## config.mk

```make
export PLATFORM = sky130hd
export DESIGN_NAME = percentile_rank_ties_averaged
export DESIGN_NICKNAME = d
export VERILOG_FILES = /design/src/prt_pkg.sv /design/src/percentile_rank_ties_averaged.sv /design/src/prt_div.sv
export SDC_FILE = /design/constraint.sdc
export NUM_CORES = 2
export LEC_CHECK = 0
export ABC_CLOCK_PERIOD_IN_PS = 5600
export BUFFER_PORTS_ARGS = -buffer_cell sky130_fd_sc_hd__buf_2
export CORE_ASPECT_RATIO = 0.9
export CORE_MARGIN = 2
export CORE_UTILIZATION = 50
export CTS_BUF_LIST = sky130_fd_sc_hd__clkbuf_16
export CTS_CLUSTER_SIZE = 14
export DETAILED_ROUTE_END_ITERATION = 10
export HOLD_SLACK_MARGIN = 0.08
export PLACE_DENSITY = 0.68
export SLEW_MARGIN = 30
export SYNTH_ARGS = -nofsm -noshare
export SYNTH_HDL_FRONTEND = slang
export SYNTH_SLANG_ARGS = --single-unit
```

## constraint.sdc

```tcl
create_clock -name clk -period 5.6 [get_ports clk]
set_input_delay 0.56 -clock clk [delete_from_list [all_inputs] [get_ports clk]]
set_output_delay 0.56 -clock clk [all_outputs]
set_load 0.05 [all_outputs]
```

## src/prt_pkg.sv

```systemverilog
// ----------------------------------------------------------------------------
// prt_pkg
// Shared widths and constants for the percentile rank block.
// ----------------------------------------------------------------------------
`default_nettype none

package prt_pkg;

    localparam int SAMPLE_W        = 32;
    localparam int FRAC_BITS       = 16;
    localparam int RANK_W          = FRAC_BITS + 1;
    localparam int MAX_SAMPLES_DEF = 64;

    localparam logic [RANK_W-1:0] RANK_HALF = RANK_W'(1) << (FRAC_BITS - 1);
    localparam logic [RANK_W-1:0] RANK_ONE  = RANK_W'(1) << FRAC_BITS;

endpackage

`default_nettype wire

```

## src/percentile_rank_ties_averaged.sv

```systemverilog
// ----------------------------------------------------------------------------
// percentile_rank_ties_averaged
// Percentile rank with ties averaged over one cross-section of samples.
// ----------------------------------------------------------------------------
// Each accepted word stores one sample while the store has room; a word that
// finds it full sets capacity_overflow. The word marked last_sample starts
// the ranking run: busy stays high until every stored sample has produced its
// result, in arrival order, each shown for exactly one cycle with result_valid;
// the receiver cannot stall, so results must be taken as they come. A finite
// sample is fetched, then the store is scanned through its single read
// port, then the shared bit-serial divider ranks it before it is emitted.
// A missing sample, or the only finite one, skips the scan and the divider.
// ----------------------------------------------------------------------------
`default_nettype none

module percentile_rank_ties_averaged #(
    parameter int MAX_SAMPLES = prt_pkg::MAX_SAMPLES_DEF
) (
    input  wire logic                                clk,
    input  wire logic                                rst_n,
    input  wire logic                                start,
    output logic                                     busy,
    input  wire logic signed [prt_pkg::SAMPLE_W-1:0] sample_value,
    input  wire logic                                sample_finite,
    input  wire logic                                last_sample,
    output logic                                     result_valid,
    output logic [prt_pkg::RANK_W-1:0]               rank_fraction,
    output logic                                     missing_sample,
    output logic                                     capacity_overflow,
    output logic                                     last_result
);

    localparam int CW = $clog2(MAX_SAMPLES + 1);
    localparam int IW = $clog2(MAX_SAMPLES);
    localparam int DW = CW + 1;

    localparam logic [2:0] S_IDLE  = 3'd0;
    localparam logic [2:0] S_LOADV = 3'd1;
    localparam logic [2:0] S_GETV  = 3'd2;
    localparam logic [2:0] S_SCAN  = 3'd3;
    localparam logic [2:0] S_DIV   = 3'd4;
    localparam logic [2:0] S_DIVW  = 3'd5;
    localparam logic [2:0] S_EMIT  = 3'd6;

    logic signed [prt_pkg::SAMPLE_W-1:0] val_mem [MAX_SAMPLES];
    logic                                fin_mem [MAX_SAMPLES];

    logic [2:0]                          state_reg;
    logic [CW-1:0]                       loaded_reg;
    logic [CW-1:0]                       valid_reg;
    logic                                ovf_reg;
    logic [IW-1:0]                       idx_reg;
    logic [CW-1:0]                       scan_reg;
    logic                                pend_reg;
    logic [CW-1:0]                       less_reg;
    logic [CW-1:0]                       eq_reg;
    logic signed [prt_pkg::SAMPLE_W-1:0] cur_reg;
    logic signed [prt_pkg::SAMPLE_W-1:0] rd_val_reg;
    logic                                rd_fin_reg;
    logic [prt_pkg::RANK_W-1:0]          rank_reg;
    logic                                miss_reg;

    logic                                accept;
    logic                                room;
    logic [IW-1:0]                       rd_addr;
    logic                                div_start;
    logic [DW-1:0]                       div_num;
    logic [DW-1:0]                       div_den;
    logic                                div_done;
    logic [prt_pkg::RANK_W-1:0]          div_q;
    logic                                is_last;

    assign busy    = (state_reg != S_IDLE);
    assign accept  = start && !busy;
    assign room    = (loaded_reg < CW'(MAX_SAMPLES));
    assign rd_addr = (state_reg == S_SCAN) ? scan_reg[IW-1:0] : idx_reg;
    assign is_last = ({1'b0, idx_reg} + (IW + 1)'(1)) == (IW + 1)'(loaded_reg);

    assign div_start = (state_reg == S_DIV);
    assign div_num   = {less_reg, 1'b0} + {1'b0, eq_reg} - DW'(1);
    assign div_den   = {valid_reg, 1'b0} - DW'(2);

    prt_div #(
        .DW (DW)
    ) u_div (
        .clk      (clk),
        .rst_n    (rst_n),
        .start    (div_start),
        .num      (div_num),
        .den      (div_den),
        .done     (div_done),
        .quotient (div_q)
    );

    // sample store: one write port, one registered read port
    always_ff @(posedge clk)
    begin
        if (accept && room)
        begin
            val_mem[loaded_reg[IW-1:0]] <= sample_value;
            fin_mem[loaded_reg[IW-1:0]] <= sample_finite;
        end
        rd_val_reg <= val_mem[rd_addr];
        rd_fin_reg <= fin_mem[rd_addr];
    end

    always_ff @(posedge clk or negedge rst_n)
    begin
        if (!rst_n)
        begin
            state_reg  <= S_IDLE;
            loaded_reg <= '0;
            valid_reg  <= '0;
            ovf_reg    <= 1'b0;
            idx_reg    <= '0;
            scan_reg   <= '0;
            pend_reg   <= 1'b0;
        end
        else
        begin
            case (state_reg)
                S_IDLE:
                begin
                    if (accept)
                    begin
                        if (room)
                        begin
                            loaded_reg <= loaded_reg + CW'(1);
                            valid_reg  <= valid_reg + CW'(sample_finite);
                        end
                        else
                        begin
                            ovf_reg <= 1'b1;
                        end
                        if (last_sample)
                        begin
                            idx_reg   <= '0;
                            state_reg <= S_LOADV;
                        end
                    end
                end
                S_LOADV:
                begin
                    state_reg <= S_GETV;
                end
                S_GETV:
                begin
                    scan_reg <= '0;
                    pend_reg <= 1'b0;
                    if (!rd_fin_reg || valid_reg <= CW'(1))
                        state_reg <= S_EMIT;
                    else
                        state_reg <= S_SCAN;
                end
                S_SCAN:
                begin
                    pend_reg <= (scan_reg != loaded_reg);
                    if (scan_reg != loaded_reg)
                        scan_reg <= scan_reg + CW'(1);
                    else if (!pend_reg)
                        state_reg <= S_DIV;
                end
                S_DIV:
                begin
                    state_reg <= S_DIVW;
                end
                S_DIVW:
                begin
                    if (div_done)
                        state_reg <= S_EMIT;
                end
                S_EMIT:
                begin
                    if (is_last)
                    begin
                        loaded_reg <= '0;
                        valid_reg  <= '0;
                        ovf_reg    <= 1'b0;
                        state_reg  <= S_IDLE;
                    end
                    else
                    begin
                        idx_reg   <= idx_reg + IW'(1);
                        state_reg <= S_LOADV;
                    end
                end
                default:
                begin
                    state_reg <= S_IDLE;
                end
            endcase
        end
    end

    // datapath for the rank of the current sample
    always_ff @(posedge clk)
    begin
        case (state_reg)
            S_GETV:
            begin
                cur_reg  <= rd_val_reg;
                less_reg <= '0;
                eq_reg   <= '0;
                miss_reg <= !rd_fin_reg;
                rank_reg <= rd_fin_reg ? prt_pkg::RANK_HALF : '0;
            end
            S_SCAN:
            begin
                if (pend_reg && rd_fin_reg)
                begin
                    if (rd_val_reg < cur_reg)
                        less_reg <= less_reg + CW'(1);
                    else if (rd_val_reg == cur_reg)
                        eq_reg <= eq_reg + CW'(1);
                end
            end
            S_DIVW:
            begin
                if (div_done)
                    rank_reg <= div_q;
            end
            default:
            begin
            end
        endcase
    end

    assign result_valid      = (state_reg == S_EMIT);
    assign rank_fraction     = rank_reg;
    assign missing_sample    = miss_reg;
    assign capacity_overflow = ovf_reg;
    assign last_result       = is_last;

    a_result_while_busy: assert property (@(posedge clk) disable iff (!rst_n)
        result_valid |-> busy)
        else $error("result strobe outside a ranking run");

    a_last_starts_run: assert property (@(posedge clk) disable iff (!rst_n)
        (start && !busy && last_sample) |=> busy)
        else $error("last word did not start a ranking run");

    a_missing_zero: assert property (@(posedge clk) disable iff (!rst_n)
        (result_valid && missing_sample) |-> (rank_fraction == '0))
        else $error("missing sample with nonzero rank");

    a_rank_range: assert property (@(posedge clk) disable iff (!rst_n)
        result_valid |-> (rank_fraction <= prt_pkg::RANK_ONE))
        else $error("rank above one");

    a_store_bound: assert property (@(posedge clk) disable iff (!rst_n)
        (loaded_reg <= CW'(MAX_SAMPLES)) && (valid_reg <= loaded_reg))
        else $error("sample counts out of range");

endmodule

`default_nettype wire

```

## src/prt_div.sv

```systemverilog
// ----------------------------------------------------------------------------
// prt_div
// Restoring divider, one quotient bit per cycle. Computes
// floor(num * 2^FRAC_BITS / den) for num <= den.
// ----------------------------------------------------------------------------
`default_nettype none

module prt_div #(
    parameter int DW = 8
) (
    input  wire logic                       clk,
    input  wire logic                       rst_n,
    input  wire logic                       start,
    input  wire logic [DW-1:0]              num,
    input  wire logic [DW-1:0]              den,
    output logic                            done,
    output logic [prt_pkg::RANK_W-1:0]      quotient
);

    localparam int STEPS = prt_pkg::RANK_W;
    localparam int CNT_W = $clog2(STEPS + 1);

    logic [DW:0]                   rem_reg;
    logic [DW-1:0]                 den_reg;
    logic [prt_pkg::RANK_W-1:0]    quo_reg;
    logic [CNT_W-1:0]              cnt_reg;
    logic                          run_reg;
    logic                          done_reg;

    logic                          ge;
    logic [DW:0]                   diff;

    assign ge   = rem_reg >= {1'b0, den_reg};
    assign diff = ge ? (rem_reg - {1'b0, den_reg}) : rem_reg;

    always_ff @(posedge clk or negedge rst_n)
    begin
        if (!rst_n)
        begin
            run_reg  <= 1'b0;
            done_reg <= 1'b0;
            cnt_reg  <= '0;
        end
        else if (start)
        begin
            run_reg  <= 1'b1;
            done_reg <= 1'b0;
            cnt_reg  <= '0;
        end
        else if (run_reg)
        begin
            cnt_reg <= cnt_reg + CNT_W'(1);
            if (cnt_reg == CNT_W'(STEPS - 1))
            begin
                run_reg  <= 1'b0;
                done_reg <= 1'b1;
            end
        end
        else
        begin
            done_reg <= 1'b0;
        end
    end

    always_ff @(posedge clk)
    begin
        if (start)
        begin
            rem_reg <= {1'b0, num};
            den_reg <= den;
            quo_reg <= '0;
        end
        else if (run_reg)
        begin
            quo_reg <= {quo_reg[prt_pkg::RANK_W-2:0], ge};
            rem_reg <= {diff[DW-1:0], 1'b0};
        end
    end

    assign done     = done_reg;
    assign quotient = quo_reg;

endmodule

`default_nettype wire
```

# After elaboration in Yosys (flattened, before gate mapping)
# Memories as Yosys holds them, arrays and structs flattened. A register that Yosys moved wholly into a read port is not among the register bits.
# Index checks and enable logic that the tools add are counted.
# op_classes
n_reduce_logical	20
add_sub_neg	12
n_mux	50
n_eq_ne	25
magnitude_cmp	4
# op_table
cell	count
7-bit two-way mux	11
7-bit one-hot mux with 2 select lines	5
17-bit one-hot mux with 2 select lines	1
32-bit equality test	1
32-bit < comparator	1
7-bit by 1-bit adder with 7-bit output, second input constant	4
6-bit two-way mux	4
8-bit two-way mux	3
3-bit one-hot mux with 7 select lines	1
3-bit two-way mux	6
17-bit two-way mux	1
16-bit two-way mux	1
2-bit != test, second input constant	8
4-bit AND reduction	4
1-bit two-way mux	12
2-bit by 1-bit != test with 1-bit output, second input constant	6
6-bit one-hot mux with 2 select lines	1
5-bit two-way mux	2
3-bit equality test, second input constant	3
9-bit by 8-bit >= comparator with 1-bit output	1
8-bit by 7-bit adder with 8-bit output	1
2-bit nonzero test	4
8-bit by 1-bit subtractor with 8-bit output, second input constant	1
8-bit by 2-bit subtractor with 8-bit output, second input constant	1
22 further kinds	28
# totals
reg_bits	137
mem_count	2
out_inout_bits	22
wordCells	132
mem_bits_rw	2112
in_bits	37
# memory_table
memory	depth	width	rd	rd_ports_with_merged_regs	write_ports	line_no	rtl
val_mem	64	32	1	1	1	percentile_rank_ties_averaged.sv:45	logic signed [prt_pkg::SAMPLE_W-1:0] val_mem [MAX_SAMPLES];
fin_mem	64	1	1	1	1	percentile_rank_ties_averaged.sv:46	logic fin_mem [MAX_SAMPLES];

# Logic depth before layout (Yosys ltp)
# logic_depth
ltp_word	6
ltp_mapped	13
mapped_depth_nobuf	13

# Modules after synthesis
# Synthesis repeated with hierarchy kept, for this count alone.
# hier_totals
hier_cells	4529
hier_area_um2	88886.5
# modules_own_cells
mod	n_inst	seq_area_each_um2	cells_each	area_per_inst_um2
percentile_rank_ties_averaged	1	66804.1	4330	86783.2
prt_div	1	1016.0	199	2103.3

# Least setup slack after synthesis
# No wires, ideal clock.
# synth_path
kind	register to register
startpoint	register state_reg[0]
endpoint	memory fin_mem[48] (enable)
period_less_slack_ns	5.336
n_path_buf	2
required_time_ns	5.093
path_stages_with_launch	7
setup_time_ns	0.507
arrival_time_ns	4.829
path_slack_ns	0.264
path_cell_list	dfrtp_1 buf_2 nor3_1 and3_1 clkbuf_1 nand4b_1 nor4_1
# synth_between
elab_chain_len	6
# synth_lines
item	line_no	rtl
from (decl)	percentile_rank_ties_averaged.sv:48	logic [2:0] state_reg;
from (signal assigned)	percentile_rank_ties_averaged.sv:111	state_reg <= S_IDLE;
from (signal assigned)	percentile_rank_ties_averaged.sv:138	state_reg <= S_LOADV;
from (signal assigned)	percentile_rank_ties_averaged.sv:144	state_reg <= S_GETV;
3-bit nonzero test	percentile_rank_ties_averaged.sv:73	assign busy = (state_reg != S_IDLE);
1-bit zero test	percentile_rank_ties_averaged.sv:74	assign accept = start && !busy;
1-bit logical AND	percentile_rank_ties_averaged.sv:74	
1-bit logical AND	percentile_rank_ties_averaged.sv:98	if (accept && room)
1-bit two-way mux	percentile_rank_ties_averaged.sv:98	
1-bit two-way mux (implied by the code)	percentile_rank_ties_averaged.sv:101	fin_mem[loaded_reg[IW-1:0]] <= sample_finite;
to (decl)	percentile_rank_ties_averaged.sv:46	
# Every way passes these cells.

# Final worst setup path
# layout_path
startpoint	register state_reg[2]
endpoint	register rd_val_reg[28] in the netlist's numbering, read port of val_mem
# layout_between
elab_chain_len	2
# layout_lines
item	line_no	rtl
3-bit by 2-bit equality test with 1-bit output	percentile_rank_ties_averaged.sv:76	assign rd_addr = (state_reg == S_SCAN) ? scan_reg[IW-1:0] : idx_reg;
6-bit two-way mux	percentile_rank_ties_averaged.sv:76	
to (decl)	percentile_rank_ties_averaged.sv:58	logic signed [prt_pkg::SAMPLE_W-1:0] rd_val_reg;
# Every way passes these cells.
# A chain may end at the register's enable or synchronous reset.

==> summary.md <==
| Metric | Value |
|---|---|
| FF-to-FF Start | state_reg[2] |
| Period Utilization, post-route | 0.843 |
| Largest net degree at the start of global routing | 77 |
| Initial cell density of the core | 0.504 |
| Number of clock sinks seen by CTS | 2281 |
| Hold Startpoint | sample_value[9] |
| Depth of the worst register-to-register path | 10 |
| Placed instance area | 94100 um^2 |
| Routed length on met2 | 104000 um |
| Internal power summed over all cells | 31400 uW |
| Detailed route wirelength on metal3 | approximately 27000 um |
| Final net count | 5305 |
| Commonest register cell after synthesis | sky130_fd_sc_hd__edfxtp_1 |
| Number of antenna-violating nets in the routed design | 0 |
| Number of cells on the worst hold path | 1 |
| Die span in x | 449 um |
| Max Used Layer | met5 |
| Port Buf Inserts | 58 |
| Worst rel slew slack | 0.275 |
| Cts bufs inserted | 214 |
| Path type of the worst min-delay path | input pin to flop |
| Number of endpoints with negative hold slack in the final report | 0 |
| Drt via density | 6.25 |
| I/O pin cnt | 59 |
| Iter 0 DRT Violations | between 6000 and 7000 |
| F_max | 212 MHz |
| RSZ-0062 raised after global routing | false |
| Sw Ratio | 0.303 |
| # Max-Cap Violations | 0 |
| Pins over their slew limit | 0 |
| Overflow left after global routing | 0 |
| Resize count post-CTS | 0 |
| Combinational share of power | 0.260 |
| Worst clock skew | 0.0277 ns |
| Clk Latency, worst-skew pair | 0.85 ns |
| Slack of the worst reg-to-reg path | 0.88 ns |
| Global-route wire length before repair | ~330000 um |
| End point of the most critical hold path | val_mem[33][9] |
| Cells after DPL | 7354 |
| Die footprint | 181000 um^2 |
| Post-route setup TNS | 0 ns |
| Power dissipated by switching net loads | 13600 uW |
| Leakage power total | 0.0389 uW |
| CP Launch Type | flop |
| Final std cells w/o fill | around 7800 |
| Count of flip-flops with a built-in enable after synthesis | 2191 |
| Final-layout worst hold slack | 0.193 ns |
| Share of synthesized area occupied by flip-flops and latches | 0.762 |
| Netlist cell types | 58 |
| Share of power burned in registers | 0.435 |
| Post-Synthesis Cells | 4980 |
| #FFs+latches synth | 2281 |
| Synthesized area | a little under 90000 um^2 |
| Clock-pin slew of the registers on the worst-case setup and hold paths | 0.06 ns |
| Setup violators final | 0 |
| Data arrival time of the critical path | 5.37 ns |
| Commonest cells after routing, fill and taps aside | sky130_fd_sc_hd__edfxtp_1 (2191), sky130_fd_sc_hd__mux2i_1 (1081), sky130_fd_sc_hd__o22ai_1 (265) |
| Setup Buffers After CTS | 0 |
| Max FFs per register | 2048 |
| Post-layout minimum cycle time | 4.72 ns |
| Wire length after detailed routing | 235000 um |
| Overall Power | 45100 uW |
| Count of yosys warnings during synthesis | 0 |
| Total power divided by cell area | 447 nW/um^2 |
| GRT Total Usage | 0.255 |
| Clock share of power | 0.305 |
| DRC violations left | 0 |
| Clock root buffer | sky130_fd_sc_hd__clkbuf_16 |
| Routed length on met1 | 98300 um |
| Most common cell after layout, fill and taps aside | sky130_fd_sc_hd__edfxtp_1 |
| Post-Synthesis Mean Instance Area | 17.9 um^2 |
| Global placer's final weighted congestion | approximately 0.83 |
| Capturing element type of the critical path | flop |
| Required time of the critical path | 6.25 ns |
| Crit path kind | flop to flop |
| Number of global-route vias before repair | 46400 |
| HPWL reported at the end of detailed placement | 134000 um |
| Critical-path maximum fanout | 40 |
| CTS HTree Levels | 4 |
| Slew @ Worst Pin | 1.08 ns |
| Post-synth ARST share | 0.0171 |
| Number of rows created at floorplan | about 150 |
| Outcome | completed |
| Per-cell routed wire length | 30.3 um |
| Number of nets in the synthesized netlist | around 5000 |
| Maximum root-to-sink buffer count | 3 |
| Die extent in y | 404 um |
| Reg-to-reg critical path endpoint | rd_val_reg[28] |
| Antenna violations before repair | 13 |
| Number of vias after detailed routing | 48500 |
| First-pass iteration count of the detailed router | 6 |
| Peak supply drop | between 300 and 400 uV |
| TritonCTS clock tree | done |
| Fraction of final layout cells sized beyond drive strength 1 | 0.131 |
| Area growth syn-to-layout | 13.2% |
| Final non-filler cell area | 101000 um^2 |
| Core Box Area | 176000 um^2 |
-- cell type report --
cell class              instances  area [um^2]
flip-flops and latches       2281        67800
fillers                     13100        75700
inverters                      86          323
well taps                    2368         2960
diodes                          1         2.50
clock buffers                 218         5460
multi-input cells            2325        20300
repair buffers                296         2740
clock inverters               184         1160
-- kinds of logic after synthesis --
family	share of synthesized area
multiplexers	0.122
buffers and inverters	0.0188
flip-flops	0.762
AND/OR/NAND/NOR	0.0192
adder cells (fa/ha/maj)	0.00917
AO/OA/AOI/OAI	0.0634
XOR/XNOR	0.00547
-- metrics by stage --
step / utilization / setup WS (ns)
2_1_floorplan: - / 0.264
3_3_place_gp: 0.531 / 0.516
3_5_place_dp: 0.533 / 1.08
4_1_cts: 0.571 / 0.986
5_1_grt: 0.571 / 0.794
6_report: 0.571 / 0.882
-- power groups by stage --
stage / Clock, uW / Combinational [uW] / Sequential, uW
final: 13800 / 11700 / 19600
after global routing: 14600 / 12400 / 19600
after CTS: 13900 / 11600 / 19600
after detailed placement: 0 / 11500 / 19900
after global placement: 0 / 11300 / 19900
after floorplan: 0 / 7870 / 19900
-- metal layers --
metal	vias to the layer above	GRT usage
li1	20500	-
met1	25000	0.376
met2	2574	0.378
met3	358	0.0657
met4	6	0.0684
met5	-	0
-- worst max-delay path by stage --
stage                       startpoint              to  slack [ns]
final                     state_reg[2]  rd_val_reg[28]        0.88
after global routing      state_reg[2]  rd_val_reg[19]        0.79
after CTS                 state_reg[2]  rd_val_reg[28]        0.99
after detailed placement  state_reg[2]   rd_val_reg[8]        1.08
after global placement    state_reg[2]  rd_val_reg[19]        0.52
after floorplan           state_reg[0]     fin_mem[48]        0.26
-- critical path, cell delays in order (launching register included) --
cell                       delay, ns
sky130_fd_sc_hd__dfrtp_1        0.44
sky130_fd_sc_hd__and3b_1        0.83
sky130_fd_sc_hd__mux2i_4        0.62
sky130_fd_sc_hd__buf_4          0.31
sky130_fd_sc_hd__buf_12         0.29
sky130_fd_sc_hd__buf_4          0.42
sky130_fd_sc_hd__mux2i_1        0.27
sky130_fd_sc_hd__o22a_1         0.16
sky130_fd_sc_hd__o221ai_1       0.15
sky130_fd_sc_hd__o31ai_2        0.76
sky130_fd_sc_hd__nand4_1        0.20
-- synth_stat cells, types with 3 or more instances --
| master | number | area, um^2 |
|---|---|---|
| sky130_fd_sc_hd__or2_2 | 8 | 50.1 |
| sky130_fd_sc_hd__nand3b_1 | 11 | 82.6 |
| sky130_fd_sc_hd__clkbuf_1 | 121 | 454 |
| sky130_fd_sc_hd__buf_4 | 33 | 248 |
| sky130_fd_sc_hd__mux2i_1 | 1082 | 10800 |
| sky130_fd_sc_hd__a211oi_1 | 5 | 37.5 |
| sky130_fd_sc_hd__a21oi_1 | 27 | 135 |
| sky130_fd_sc_hd__and3_1 | 27 | 169 |
| sky130_fd_sc_hd__o31ai_1 | 138 | 1040 |
| sky130_fd_sc_hd__nor2b_1 | 4 | 25.0 |
| sky130_fd_sc_hd__nand3_1 | 23 | 115 |
| sky130_fd_sc_hd__dfrtp_1 | 39 | 976 |
| sky130_fd_sc_hd__nor3_1 | 12 | 60.1 |
| sky130_fd_sc_hd__buf_1 | 20 | 75.1 |
| sky130_fd_sc_hd__o221ai_1 | 132 | 1160 |
| sky130_fd_sc_hd__ha_1 | 62 | 776 |
| sky130_fd_sc_hd__and2_1 | 4 | 25.0 |
| sky130_fd_sc_hd__o21ai_0 | 38 | 190 |
| sky130_fd_sc_hd__o211ai_1 | 3 | 22.5 |
| sky130_fd_sc_hd__a21o_1 | 10 | 75.1 |
| sky130_fd_sc_hd__nand2_1 | 52 | 195 |
| sky130_fd_sc_hd__nand4_1 | 47 | 294 |
| sky130_fd_sc_hd__or3_1 | 3 | 18.8 |
| sky130_fd_sc_hd__inv_1 | 86 | 323 |
| sky130_fd_sc_hd__a31oi_1 | 5 | 31.3 |
| sky130_fd_sc_hd__o22ai_1 | 265 | 1660 |
| sky130_fd_sc_hd__dfxtp_1 | 51 | 1020 |
| sky130_fd_sc_hd__xor2_1 | 19 | 166 |
| sky130_fd_sc_hd__buf_2 | 113 | 566 |
| sky130_fd_sc_hd__o22a_1 | 132 | 1160 |
| sky130_fd_sc_hd__nor2_1 | 137 | 514 |
| sky130_fd_sc_hd__nor4_1 | 5 | 31.3 |
| sky130_fd_sc_hd__edfxtp_1 | 2191 | 65800 |
| sky130_fd_sc_hd__xnor2_1 | 34 | 298 |
| sky130_fd_sc_hd__nand2b_1 | 9 | 56.3 |
-- repair_timing --
| action | 4_1_cts | 5_1_grt |
|---|---|---|
| hold buffers | 2 | 0 |
| endpoints found under the hold margin | 40 | 0 |
| setup endpoints to repair | 0 | 0 |
Note: power is estimated with default switching activity, not from simulation.
